**src/sv/lse_pkg.sv**
```systemverilog
// Shared types and constants for the LSB stego extractor.
// Used by the channel interfaces and by every module of the block.
package lse_pkg;

    localparam int unsigned BYTE_W  = 8;
    localparam int unsigned WORD_W  = 32;
    localparam int unsigned CNT_W   = 5;
    localparam int unsigned MAGIC_W = 16;
    localparam int unsigned KIND_W  = 2;

    localparam logic [BYTE_W-1:0]  HEADER_RESET = 8'd54;
    localparam logic [MAGIC_W-1:0] MAGIC_RESET  = 16'd8998;
    localparam logic [CNT_W-1:0]   CHAR_BITS    = 5'd8;

    typedef enum logic [0:0] {
        CFG_HEADER_BYTES = 1'b0,
        CFG_MAGIC_WORD   = 1'b1
    } t_cfg_idx;

    typedef enum logic [KIND_W-1:0] {
        KIND_EXT_CHAR  = 2'd0,
        KIND_DATA_BYTE = 2'd1,
        KIND_BAD_MAGIC = 2'd2,
        KIND_EMPTY     = 2'd3
    } t_kind;

    typedef enum logic [6:0] {
        PH_HEADER  = 7'b0000001,
        PH_MAGIC   = 7'b0000010,
        PH_EXTLEN  = 7'b0000100,
        PH_EXTDATA = 7'b0001000,
        PH_FILELEN = 7'b0010000,
        PH_DATA    = 7'b0100000,
        PH_DONE    = 7'b1000000
    } t_phase;

    typedef struct packed {
        logic [BYTE_W-1:0] image_byte;
        logic              image_start;
    } t_item;

    typedef struct packed {
        logic [BYTE_W-1:0] secret_byte;
        t_kind             result_kind;
        logic              last_byte;
    } t_result;

    typedef struct packed {
        logic [BYTE_W-1:0]  header_bytes;
        logic [MAGIC_W-1:0] magic_word;
    } t_cfg;

endpackage

```
**src/sv/lse_if.sv**
```systemverilog
// Valid/ready channel interfaces for image bytes and decoded results.
// Depends on lse_pkg for the field widths.
interface lse_in_if;
    import lse_pkg::*;
    logic              valid;
    logic              ready;
    logic [BYTE_W-1:0] image_byte;
    logic              image_start;
    modport source (output valid, output image_byte, output image_start, input ready);
    modport sink   (input valid, input image_byte, input image_start, output ready);
endinterface

interface lse_out_if;
    import lse_pkg::*;
    logic              valid;
    logic              ready;
    logic [BYTE_W-1:0] secret_byte;
    logic [KIND_W-1:0] result_kind;
    logic              last_byte;
    modport source (output valid, output secret_byte, output result_kind, output last_byte,
                    input ready);
    modport sink   (input valid, input secret_byte, input result_kind, input last_byte,
                    output ready);
endinterface

```
**src/sv/lse_in_stage.sv**
```systemverilog
// Input register that holds one accepted image byte until the parser takes it.
// Depends on lse_pkg.
module lse_in_stage (
    input  logic           i_clk,
    input  logic           i_rst_n,
    input  logic           i_valid,
    input  lse_pkg::t_item i_item,
    output logic           o_ready,
    input  logic           i_take,
    output logic           o_valid,
    output lse_pkg::t_item o_item
);
    import lse_pkg::*;

    logic  r_valid;
    logic  n_valid;
    t_item r_item;

    assign o_ready = !r_valid || i_take;
    assign o_valid = r_valid;
    assign o_item  = r_item;

    always_comb begin
        n_valid = r_valid;
        if (i_valid && o_ready) begin
            n_valid = 1'b1;
        end else if (i_take) begin
            n_valid = 1'b0;
        end
    end

    always_ff @(posedge i_clk) begin
        if (!i_rst_n) begin
            r_valid <= 1'b0;
        end else begin
            r_valid <= n_valid;
        end
    end

    always_ff @(posedge i_clk) begin
        if (i_valid && o_ready) begin
            r_item <= i_item;
        end
    end
endmodule

```
**src/sv/lse_parser.sv**
```systemverilog
// Parse state and the per-byte step: header skip, magic check, lengths, characters.
// Depends on lse_pkg.
module lse_parser (
    input  logic             i_clk,
    input  logic             i_rst_n,
    input  logic             i_en,
    input  lse_pkg::t_item   i_item,
    input  lse_pkg::t_cfg    i_cfg,
    output logic             o_res_valid,
    output lse_pkg::t_result o_res
);
    import lse_pkg::*;

    t_phase              r_phase, n_phase, c_phase;
    logic [BYTE_W-1:0]   r_hdr_cnt, n_hdr_cnt, c_hdr_cnt;
    logic [CNT_W-1:0]    r_bit_cnt, n_bit_cnt, c_bit_cnt;
    logic [WORD_W-1:0]   r_shift, n_shift, c_shift;
    logic                r_magic_idx, n_magic_idx, c_magic_idx;
    logic                r_magic_ok, n_magic_ok, c_magic_ok;
    logic [WORD_W-1:0]   r_ext_left, n_ext_left, c_ext_left;
    logic [WORD_W-1:0]   r_data_left, n_data_left, c_data_left;

    logic [WORD_W-1:0]   g_shift;
    logic [CNT_W-1:0]    g_cnt;
    logic                done8;
    logic                done32;
    logic                in_header;
    logic                take_magic;
    logic [BYTE_W-1:0]   want;
    logic                match_ok;
    logic [WORD_W-1:0]   ext_dec;
    logic [WORD_W-1:0]   data_dec;

    always_comb begin
        if (i_item.image_start) begin
            c_phase     = PH_HEADER;
            c_hdr_cnt   = '0;
            c_bit_cnt   = '0;
            c_shift     = '0;
            c_magic_idx = 1'b0;
            c_magic_ok  = 1'b1;
            c_ext_left  = '0;
            c_data_left = '0;
        end else begin
            c_phase     = r_phase;
            c_hdr_cnt   = r_hdr_cnt;
            c_bit_cnt   = r_bit_cnt;
            c_shift     = r_shift;
            c_magic_idx = r_magic_idx;
            c_magic_ok  = r_magic_ok;
            c_ext_left  = r_ext_left;
            c_data_left = r_data_left;
        end
    end

    assign g_shift    = {c_shift[WORD_W-2:0], i_item.image_byte[0]};
    assign g_cnt      = c_bit_cnt + 1'b1;
    assign done8      = (g_cnt == CHAR_BITS);
    assign done32     = (g_cnt == '0);
    assign in_header  = (c_phase == PH_HEADER) && (c_hdr_cnt < i_cfg.header_bytes);
    assign take_magic = (c_phase == PH_MAGIC) || ((c_phase == PH_HEADER) && !in_header);
    assign want       = c_magic_idx ? i_cfg.magic_word[BYTE_W-1:0]
                                    : i_cfg.magic_word[MAGIC_W-1:BYTE_W];
    assign match_ok   = c_magic_ok && (g_shift[BYTE_W-1:0] == want);
    assign ext_dec    = c_ext_left - 1'b1;
    assign data_dec   = c_data_left - 1'b1;

    always_comb begin
        n_phase     = c_phase;
        n_hdr_cnt   = c_hdr_cnt;
        n_bit_cnt   = c_bit_cnt;
        n_shift     = c_shift;
        n_magic_idx = c_magic_idx;
        n_magic_ok  = c_magic_ok;
        n_ext_left  = c_ext_left;
        n_data_left = c_data_left;
        o_res_valid = 1'b0;
        o_res       = '{secret_byte: '0, result_kind: KIND_EXT_CHAR, last_byte: 1'b0};

        priority if (in_header) begin
            n_hdr_cnt = c_hdr_cnt + 1'b1;
            if (n_hdr_cnt >= i_cfg.header_bytes) begin
                n_phase = PH_MAGIC;
            end
        end else if (take_magic) begin
            n_phase   = PH_MAGIC;
            n_shift   = g_shift;
            n_bit_cnt = g_cnt;
            if (done8) begin
                n_shift    = '0;
                n_bit_cnt  = '0;
                n_magic_ok = match_ok;
                if (!c_magic_idx) begin
                    n_magic_idx = 1'b1;
                end else begin
                    n_magic_idx = 1'b0;
                    if (!match_ok) begin
                        n_phase     = PH_DONE;
                        o_res_valid = 1'b1;
                        o_res       = '{secret_byte: '0, result_kind: KIND_BAD_MAGIC,
                                        last_byte: 1'b1};
                    end else begin
                        n_phase = PH_EXTLEN;
                    end
                end
            end
        end else if (c_phase == PH_EXTLEN || c_phase == PH_FILELEN) begin
            n_shift   = g_shift;
            n_bit_cnt = g_cnt;
            if (done32) begin
                n_shift = '0;
                if (c_phase == PH_EXTLEN) begin
                    n_ext_left = g_shift;
                    n_phase    = (g_shift == '0) ? PH_FILELEN : PH_EXTDATA;
                end else begin
                    n_data_left = g_shift;
                    if (g_shift == '0) begin
                        n_phase     = PH_DONE;
                        o_res_valid = 1'b1;
                        o_res       = '{secret_byte: '0, result_kind: KIND_EMPTY,
                                        last_byte: 1'b1};
                    end else begin
                        n_phase = PH_DATA;
                    end
                end
            end
        end else if (c_phase == PH_EXTDATA || c_phase == PH_DATA) begin
            n_shift   = g_shift;
            n_bit_cnt = g_cnt;
            if (done8) begin
                n_shift     = '0;
                n_bit_cnt   = '0;
                o_res_valid = 1'b1;
                if (c_phase == PH_EXTDATA) begin
                    n_ext_left = ext_dec;
                    if (ext_dec == '0) begin
                        n_phase = PH_FILELEN;
                    end
                    o_res = '{secret_byte: g_shift[BYTE_W-1:0], result_kind: KIND_EXT_CHAR,
                              last_byte: 1'b0};
                end else begin
                    n_data_left = data_dec;
                    if (data_dec == '0) begin
                        n_phase = PH_DONE;
                    end
                    o_res = '{secret_byte: g_shift[BYTE_W-1:0], result_kind: KIND_DATA_BYTE,
                              last_byte: (data_dec == '0)};
                end
            end
        end else begin
            n_phase = c_phase;
        end
    end

    always_ff @(posedge i_clk) begin
        if (!i_rst_n) begin
            r_phase     <= PH_HEADER;
            r_hdr_cnt   <= '0;
            r_bit_cnt   <= '0;
            r_shift     <= '0;
            r_magic_idx <= 1'b0;
            r_magic_ok  <= 1'b1;
            r_ext_left  <= '0;
            r_data_left <= '0;
        end else if (i_en) begin
            r_phase     <= n_phase;
            r_hdr_cnt   <= n_hdr_cnt;
            r_bit_cnt   <= n_bit_cnt;
            r_shift     <= n_shift;
            r_magic_idx <= n_magic_idx;
            r_magic_ok  <= n_magic_ok;
            r_ext_left  <= n_ext_left;
            r_data_left <= n_data_left;
        end
    end
endmodule

```
**src/sv/lsb_stego_extractor.sv**
```systemverilog
// LSB stego extractor: accepted bytes pass the input register, then the result register.
// Throughput is one image byte per cycle while the result side takes requests.
// The input register, the parse step and the result register form the only path.
// Synchronous active-low reset restores the parse state and both config registers
// (header 54, magic "#&"); no result request is pending after reset.
// Depends on lse_pkg, lse_if, lse_in_stage and lse_parser.
module lsb_stego_extractor (
    input  logic                        i_clk,
    input  logic                        i_rst_n,
    input  logic                        i_cfg_we,
    input  lse_pkg::t_cfg_idx           i_cfg_idx,
    input  logic [lse_pkg::MAGIC_W-1:0] i_cfg_data,
    lse_in_if.sink                      i_in,
    lse_out_if.source                   o_out
);
    import lse_pkg::*;

    t_cfg    r_cfg;
    t_item   in_item;
    t_item   st_item;
    logic    st_valid;
    logic    proc_en;
    logic    res_valid;
    t_result res;
    logic    r_out_valid;
    t_result r_out;

    assign in_item = '{image_byte: i_in.image_byte, image_start: i_in.image_start};
    assign proc_en = st_valid && (!r_out_valid || o_out.ready);

    always_ff @(posedge i_clk) begin
        if (!i_rst_n) begin
            r_cfg <= '{header_bytes: HEADER_RESET, magic_word: MAGIC_RESET};
        end else if (i_cfg_we) begin
            unique case (i_cfg_idx)
                CFG_HEADER_BYTES: r_cfg.header_bytes <= i_cfg_data[BYTE_W-1:0];
                CFG_MAGIC_WORD:   r_cfg.magic_word   <= i_cfg_data;
                default:          r_cfg              <= r_cfg;
            endcase
        end
    end

    lse_in_stage u_in_stage (
        .i_clk   (i_clk),
        .i_rst_n (i_rst_n),
        .i_valid (i_in.valid),
        .i_item  (in_item),
        .o_ready (i_in.ready),
        .i_take  (proc_en),
        .o_valid (st_valid),
        .o_item  (st_item)
    );

    lse_parser u_parser (
        .i_clk       (i_clk),
        .i_rst_n     (i_rst_n),
        .i_en        (proc_en),
        .i_item      (st_item),
        .i_cfg       (r_cfg),
        .o_res_valid (res_valid),
        .o_res       (res)
    );

    always_ff @(posedge i_clk) begin
        if (!i_rst_n) begin
            r_out_valid <= 1'b0;
        end else if (proc_en) begin
            r_out_valid <= res_valid;
        end else if (o_out.ready) begin
            r_out_valid <= 1'b0;
        end
    end

    always_ff @(posedge i_clk) begin
        if (proc_en && res_valid) begin
            r_out <= res;
        end
    end

    assign o_out.valid       = r_out_valid;
    assign o_out.secret_byte = r_out.secret_byte;
    assign o_out.result_kind = r_out.result_kind;
    assign o_out.last_byte   = r_out.last_byte;

    a_reset_clears_out: assert property (@(posedge i_clk) !i_rst_n |=> !o_out.valid)
        else $error("result request pending right after reset");

    a_status_is_last: assert property (@(posedge i_clk) disable iff (!i_rst_n)
        o_out.valid && (o_out.result_kind == KIND_BAD_MAGIC || o_out.result_kind == KIND_EMPTY)
        |-> o_out.last_byte && (o_out.secret_byte == '0))
        else $error("status result without last flag or with nonzero byte");

    a_held_stage_blocks_input: assert property (@(posedge i_clk) disable iff (!i_rst_n)
        st_valid && !proc_en |-> !i_in.ready)
        else $error("input accepted while the stage register is still held");

    a_ext_never_last: assert property (@(posedge i_clk) disable iff (!i_rst_n)
        o_out.valid && (o_out.result_kind == KIND_EXT_CHAR) |-> !o_out.last_byte)
        else $error("extension character marked as last");
endmodule

```
**src/flat_wrapper.sv**
```systemverilog
// flat-port wrapper written by rule: the top's interface ports become plain ports
module lsb_stego_extractor_flat import lse_pkg::*;
  (i_clk, i_rst_n, i_cfg_we, i_cfg_idx, i_cfg_data, i_in_valid, i_in_image_byte, i_in_image_start, i_in_ready, o_out_valid, o_out_secret_byte, o_out_result_kind, o_out_last_byte, o_out_ready);
  lse_in_if i_in_i ();
  lse_out_if o_out_i ();
  input  logic i_clk;
  input  logic i_rst_n;
  input  logic i_cfg_we;
  input  lse_pkg::t_cfg_idx i_cfg_idx;
  input  logic [lse_pkg::MAGIC_W-1:0] i_cfg_data;
  input wire logic [$bits(i_in_i.valid)-1:0] i_in_valid;
  input wire logic [$bits(i_in_i.image_byte)-1:0] i_in_image_byte;
  input wire logic [$bits(i_in_i.image_start)-1:0] i_in_image_start;
  output wire logic [$bits(i_in_i.ready)-1:0] i_in_ready;
  output wire logic [$bits(o_out_i.valid)-1:0] o_out_valid;
  output wire logic [$bits(o_out_i.secret_byte)-1:0] o_out_secret_byte;
  output wire logic [$bits(o_out_i.result_kind)-1:0] o_out_result_kind;
  output wire logic [$bits(o_out_i.last_byte)-1:0] o_out_last_byte;
  input wire logic [$bits(o_out_i.ready)-1:0] o_out_ready;
  assign i_in_i.valid = i_in_valid;
  assign i_in_i.image_byte = i_in_image_byte;
  assign i_in_i.image_start = i_in_image_start;
  assign i_in_ready = i_in_i.ready;
  assign o_out_valid = o_out_i.valid;
  assign o_out_secret_byte = o_out_i.secret_byte;
  assign o_out_result_kind = o_out_i.result_kind;
  assign o_out_last_byte = o_out_i.last_byte;
  assign o_out_i.ready = o_out_ready;
  lsb_stego_extractor u_core (.i_clk(i_clk), .i_rst_n(i_rst_n), .i_cfg_we(i_cfg_we), .i_cfg_idx(i_cfg_idx), .i_cfg_data(i_cfg_data), .i_in(i_in_i), .o_out(o_out_i));
endmodule
```
**config.mk**
```make
export PLATFORM = sky130hd
export DESIGN_NAME = lsb_stego_extractor_flat
export DESIGN_NICKNAME = d
export VERILOG_FILES = /design/src/sv/lse_pkg.sv /design/src/sv/lse_if.sv /design/src/sv/lse_in_stage.sv /design/src/sv/lse_parser.sv /design/src/sv/lsb_stego_extractor.sv /design/src/flat_wrapper.sv
export SDC_FILE = /design/constraint.sdc
export NUM_CORES = 1
export LEC_CHECK = 0
export BUFFER_PORTS_ARGS = -buffer_cell sky130_fd_sc_hd__buf_2
export CAP_MARGIN = 20
export CORE_MARGIN = 4
export CORE_UTILIZATION = 40
export CTS_BUF_LIST = sky130_fd_sc_hd__clkbuf_2
export DETAILED_ROUTE_END_ITERATION = 6
export GPL_TIMING_DRIVEN = 0
export PLACE_DENSITY = 0.58
export SYNTH_ARGS = -nofsm -noshare
export SYNTH_HDL_FRONTEND = slang
export SYNTH_SLANG_ARGS = --single-unit
```
**constraint.sdc**
```tcl
create_clock -name i_clk -period 6.33 [get_ports i_clk]
set_clock_uncertainty 0.1 [all_clocks]
set_input_delay 0.3165 -clock i_clk [delete_from_list [all_inputs] [get_ports i_clk]]
set_output_delay 0.3165 -clock i_clk [all_outputs]
set_load 0.01 [all_outputs]
```
* Word-level counts from Yosys, hierarchy flattened
Index checks and enable logic that the tools add are counted.
Storage, ports and cells: input port bits 31, output and inout port bits 13, logic and storage cells 140, flip-flop bits (word level) 157
Operators by class: bitwise logic cells 1, $lt $le $gt $ge 2, reductions and logical operators 22, multiplexer cells 86, eq/ne operators 8, add/subtract/negate cells 4
Operators by type and width (count):
- 32-bit 2-to-1 mux | 25
- 7-bit 2-to-1 mux | 16
- 32-bit logical NOT | 3
- 32-bit by 1-bit subtractor with 32-bit output (second input constant) | 2
- 11-bit 2-to-1 mux | 4
- 5-bit 2-to-1 mux | 7
- 1-bit 2-to-1 mux | 24
- 8-bit 2-to-1 mux | 3
- 3-bit 2-to-1 mux | 6
- 8-bit by 1-bit adder with 8-bit output (second input constant) | 1
- 8-bit equality test | 1
- 8-bit >= comparator | 1
- 8-bit less-than comparator | 1
- 7-bit by 1-bit equality test with 1-bit output (second input constant) | 1
- 7-bit by 2-bit equality test with 1-bit output (second input constant) | 1
- 7-bit by 3-bit equality test with 1-bit output (second input constant) | 1
- 7-bit by 4-bit equality test with 1-bit output (second input constant) | 1
- 7-bit by 5-bit equality test with 1-bit output (second input constant) | 1
- 7-bit by 6-bit equality test with 1-bit output (second input constant) | 1
- 1-bit logical AND | 6
- 5-bit by 1-bit adder with 5-bit output (second input constant) | 1
- 5-bit by 4-bit equality test with 1-bit output (second input constant) | 1
- 5-bit logical NOT | 1
- 1-bit logical OR | 5
- other kinds (5) | 9

* Longest topological paths before layout
depth after elaboration 10, gate-level depth with buffers 18, depth with buffers taken out 13

* Cells and area by module
From an unflattened synthesis, not the netlist that was laid out.
Second synthesis, totals: cell total of the unflattened synthesis 1310, area, all modules 10361.2 um^2
By module, submodules not included:
- lse_parser | cells each 1174, area an instance 8644.5 um^2, times used 1, sequential area each 2342.2 um^2
- lsb_stego_extractor | cells each 122, area an instance 1388.8 um^2, times used 1, sequential area each 830.8 um^2
- lse_in_stage | cells each 14, area an instance 327.8 um^2, times used 1, sequential area each 290.3 um^2

* Least setup slack after synthesis
No wires, ideal clock.
path type reg2reg, start point reg u_core.u_in_stage.r_item, in the netlist u_core.u_in_stage.o_item[0], end point reg u_core.r_out, in the netlist u_core.o_out.last_byte, enable pin, stages on the path, launching flop included 18, setup time 382 ps, period minus slack after synthesis 5152 ps, data required time 5848 ps, buffers on the path 7, slack 1178 ps, arrival time 4669 ps, path through edfxtp_1 -> clkbuf_8 -> clkbuf_1 -> clkbuf_1 -> clkbuf_1 -> clkbuf_1 -> buf_1 -> nor2b_1 -> ha_1 -> or2_1 -> a21oi_1 -> o221ai_2 -> nor3_1 -> clkbuf_1 -> nand2_1 -> inv_1 -> a41oi_1 -> a21oi_1
On the way: word-level cells in the longest chain between the ends 10, elaborated cells on any way between the ends 38, classes of those cells add/sub (1); order compare (1); eq/ne (8); mux (18); reduce/logical (10)
Ends and longest elaborated chain:
- start: declaration | RTL line lse_in_stage.sv:17 | t_item r_item;
- start signal: assignment | RTL line lse_in_stage.sv:42 | r_item <= i_item;
- parallel branches: the longest is 8 deep, another holds 5-bit by 1-bit adder with 5-bit output
- 1-bit 2-to-1 mux * | RTL line lse_parser.sv:80 | priority if (in_header) begin
- 1-bit logical AND * | RTL line lsb_stego_extractor.sv:75 | if (proc_en && res_valid) begin
- end signal: assignment | RTL line lsb_stego_extractor.sv:76 | r_out <= res;
- end: declaration | RTL line lsb_stego_extractor.sv:26 | t_result r_out;
Every way passes the cells marked *. A chain may end at the register's enable or synchronous reset.

* Worst setup path after layout
start point reg u_core.u_in_stage.r_item, in the netlist u_core.u_in_stage.o_item[0], end point reg u_core.u_parser.r_data_left[14]
On the way: word-level cells in the longest chain between the ends 8, elaborated cells on any way between the ends 30, classes of those cells add/sub (2); order compare (1); eq/ne (7); mux (13); reduce/logical (7)
Ends and longest elaborated chain:
- 32-bit 2-to-1 mux (tied with other cells) | RTL line lse_parser.sv:35 | if (i_item.image_start) begin
- 32-bit by 1-bit subtractor with 32-bit output (tied with other cells) | RTL line lse_parser.sv:66 | assign data_dec = c_data_left - 1'b1;
- 32-bit 2-to-1 mux (tied with other cells) | RTL line lse_parser.sv:134 | if (c_phase == PH_EXTDATA) begin
- 32-bit 2-to-1 mux / 1-bit logical NOT (equally long branches) | RTL line lse_parser.sv:130, lse_parser.sv:61
- 32-bit 2-to-1 mux / 1-bit logical AND (equally long branches) | RTL line lse_parser.sv:127, lse_parser.sv:61
- 32-bit 2-to-1 mux / 1-bit logical OR (equally long branches) | RTL line lse_parser.sv:107, lse_parser.sv:61
- 32-bit 2-to-1 mux | RTL line lse_parser.sv:85 | end else if (take_magic) begin
- 32-bit 2-to-1 mux * | RTL line lse_parser.sv:80
- end signal: assignment | RTL line lse_parser.sv:173 | r_data_left <= n_data_left;
- end: declaration | RTL line lse_parser.sv:21 | logic [WORD_W-1:0] r_data_left, n_data_left, c_data_left;
Mark *: on every way between the ends. The rest lies on a longest branch, timed or not.

==> metrics.md <==
| Metric | Value |
|---|---|
| Core footprint | approximately 24,000 µm² |
| # placed instances | roughly 1,700 |
| Initial core utilization | between 40% and 50% |
| Final GP Congestion | between 1 and 1.5 |
| Finished Core Util | ~46% |
| Port Buf Inserts | 35 |
| Height of the die | 165 µm |
| Clock Latency Late Sink | approximately 0.78 ns |
| Slowest CP cell | a2111oi_2 |
| NumNets Final | about 1,400 |
| Max incr delay on CP | ~0.66 ns |
| First-pass GRT wire length | roughly 63 mm |
| Final hold violation count | 0 |
| Most numerous cell in the Yosys netlist | nand2_1 |
| Min cycle time layout | 6.19 ns |
| Reg2reg path depth | 16 |
| Cts bufs inserted | 17 |
| Total Power | approximately 1.9 mW |
| Congestion Overflow GR | 0 |
| Max Fclk | about 160 MHz |
| Pwr per Cell Area | approximately 170 nW/µm² |
| Final setup vio count | 0 |
| Register area share after synthesis | 32.9% |
| R2R Setup Slk | approximately 0.14 ns |
| Slew HR | about 18% |
| Area of the mapped netlist | approximately 10000 µm² |
| Cell row count | between 50 and 60 |
| Clock Sinks | about 160 |
| Most frequent CP cell | clkbuf_2 |
| Reg2reg start | u_core.u_in_stage.o_item[0]$_DFFE_PP_ |
| Synth top area share | approximately 29% |
| Status | finished, violations left |
| Period utilization | 97.7% |
| Max-Cap Viols | 0 |
| Vias per Instance | about 6.4 |
| CTS Buffer Depth | 2 |
| Root Buffer | clkbuf_2 |
| Hold Startpoint | i_in_image_byte[0] |
| Leading area contributor after synthesis | dfxtp_1 |
| Dpl ws | -1.99 ns |
| H-tree depth | 4 |
| Wirelength per Cell | 24.2 µm |
| Worst-Margin Slew | 1.23 ns |
| Syn_area_per_cell | between 7 and 8 µm² |
| Total GRT Usage | 30.6% |
| Setup CP Type | reg2reg |
| Synth cell types | 86 |
| Synth cell count leaders | nand2_1, dfxtp_1, a21oi_1 |
| Worst Hold Path EP | u_core.u_in_stage.o_item[1]$_DFFE_PP_ |
| Hold Path Class | in2reg |
| Finished Layout Cells | approximately 1,700 |
| Initial antenna violation count | 2 |
| Crit-path max FO | 19 |
| WHS | approximately 0.12 ns |
| DRC errors left | 21 |
| Post-Syn Instances | between 1,000 and 1,500 |
| Vias in the first global route | roughly 10,000 |
| Number of synthesized register bits | about 160 |
| CTS tree | built |
| Share of layout cells above drive strength 1 | under 10% |
| Yosys warns | 0 |
| DIE AREA | 27,300 µm² |
| Via Count | 11,000 |
| Worst Hold Depth | 2 |
| Layout Area Growth over Synthesis | 12.2% |
| Post-synth EDFFs | 13 |
| Initial DRC count | approximately 1,400 |
| Failing checks | DRC |
| Min setup slack post-route | approximately 0.14 ns |
| Detail Placement HPWL | 29.8 mm |
| Setup Fix Bufs, Post-CTS | 0 |
| Leak Pwr | a little under 4 nW |
| CP Capture Type | register |
| Clock Pin Slew Worst Setup and Hold Paths | about 0.30 ns |
| Unrepaired setup endpoints after global routing | false |
| Post-Syn Nets | between 1,000 and 1,500 |
| Startpoint types | register |
| Reg-to-Reg End | u_core.u_parser.r_data_left[14]$_SDFFE_PN0P_ |
| Synth Flop Type | dfxtp_1 |
| Ordered list of cells on the worst path | clkbuf_8 -> clkbuf_2 -> clkbuf_2 -> clkbuf_4 -> buf_2 -> nor2b_1 -> ha_1 -> or2_1 -> a211o_1 -> a2111oi_2 -> and2_1 -> o221a_2 -> clkbuf_1 -> o21ai_0 -> a22oi_1 -> nor2_1 |
| Drt total wl | 41.7 mm |
| Horiz. Die Dim | ~170 µm |
| Slew Limit Fails | 0 |
| Data required time of the critical path | ~7 ns |
| Peak VDD IR | around 0.00011 V |
| Antenna viol nets, final | 0 |
| Pre-antenna DRT Iters | 7 |
| Num ports | 44 |
| Top post-synthesis cells by area | dfxtp_1, a21oi_1, nand2_1, o21ai_0, edfxtp_1 |
| CP arrival | 6.72 ns |
| Ys async rst share | 0% |
| Largest net degree at the start of global routing | 20 |
## timing repair
item	in CTS	in global routing
setup endpoints to repair	131	13
gates resized for setup	7	4
hold buffers	34	0
pin swaps	0	0
endpoints found under the hold margin	44	0
## worst max-delay path by stage
stage,from,endpoint,slack (ns),cells after the start
global placement,u_core.u_in_stage.o_item[0]$_DFFE_PP_,u_core.o_out.secret_byte[5]$_SDFFCE_PP0P_,-2.05,17
global route,u_core.u_in_stage.o_item[0]$_DFFE_PP_,u_core.u_parser.r_data_left[21]$_SDFFE_PN0P_,0.09,16
floorplan,u_core.u_in_stage.o_item[0]$_DFFE_PP_,u_core.o_out.last_byte$_SDFFCE_PP0P_,1.18,17
finish,u_core.u_in_stage.o_item[0]$_DFFE_PP_,u_core.u_parser.r_data_left[14]$_SDFFE_PN0P_,0.14,16
CTS,u_core.u_in_stage.o_item[0]$_DFFE_PP_,u_core.o_out.secret_byte[2]$_SDFFCE_PP0P_,0.13,16
detailed placement,u_core.u_in_stage.o_item[0]$_DFFE_PP_,u_core.o_out.secret_byte[5]$_SDFFCE_PP0P_,-1.99,17
## area by class of cell
class                           count  area [µm²]
Fill cell                        2494       13200
Clock inverter                     15         164
Inverter                           36         135
Tap cell                          324         405
Buffer                             92         454
Timing Repair Buffer               71         526
Sequential cell                   156        3250
Clock buffer                       17        85.1
Multi-Input combinational cell   1009        6080
Antenna cell                        2        5.00
## cell families (layout without fill, tap and decap cells)
logic type,count (synthesis),in the layout,share of synthesized area (%)
AOI/OAI and AO/OA,453,453,30.1
adders and majority gates,20,20,2.53
muxes,10,10,1.01
buffers and inverters,129,231,5.90
and+or+nand+nor,495,495,24.9
other,0,2,0
DFF,156,156,32.9
xor gates and xnor gates,31,31,2.74
## stage by stage
step | cell area, µm² | setup TNS [ns]
floorplan | 9900 | 0
global placement | 10500 | -108.22
detailed placement | 10500 | -97.62
CTS | 11100 | 0
global route | 11100 | 0
finish | 11100 | 0
## routing by layer
layer | vias to the layer above | wire, µm | track usage [%]
li1 | 4966 | - | -
met1 | 5210 | 17200 | 41.1
met2 | 683 | 17600 | 46.7
met3 | 170 | 4450 | 7.15
met4 | 0 | 2460 | 14.4
met5 | - | 0 | 0
## power by group
group          switching [mW]  total (mW)  internal (mW)  leakage [nW]
combinational           0.205       0.293         0.0880          2.55
clock                   0.453       0.621          0.167         0.156
sequential             0.0152        1.03           1.01          1.25
total                   0.673        1.94           1.27          3.96
## critical path: cells and delay by family, from the launching register on
family	cells	cell delay, ns
buffers and inverters	6	2.39
flip-flops	1	0.58
adder cells (fa/ha/maj)	1	0.28
AO/OA/AOI/OAI	5	1.93
AND/OR/NAND/NOR	4	0.71
## sequential cells by signal, summed over array words and instances, names as in the netlist
name and flops:
u_core.o_out.last_byte 1, u_core.o_out.result_kind 2, u_core.o_out.secret_byte 8, u_core.o_out.valid 1, u_core.r_cfg 24, u_core.u_in_stage.o_item 2, u_core.u_in_stage.o_valid 1, u_core.u_parser.r_bit_cnt 5
u_core.u_parser.r_data_left 32, u_core.u_parser.r_ext_left 32, u_core.u_parser.r_hdr_cnt 8, u_core.u_parser.r_magic_idx 1, u_core.u_parser.r_magic_ok 1, u_core.u_parser.r_phase 7, u_core.u_parser.r_shift 31
## cells in the final DEF, fill, tap and decap left out, types with 29 or more instances in the layout
| cell | count |
|---|---|
| a21oi_1 | 128 |
| buf_2 | 44 |
| clkbuf_1 | 68 |
| dfxtp_1 | 143 |
| dlygate4sd3_1 | 34 |
| inv_1 | 35 |
| nand2_1 | 162 |
| nand3_1 | 38 |
| nor2_1 | 97 |
| nor3_1 | 38 |
| o21a_1 | 29 |
| o21ai_0 | 104 |
Note: power is estimated with default switching activity, not from simulation.
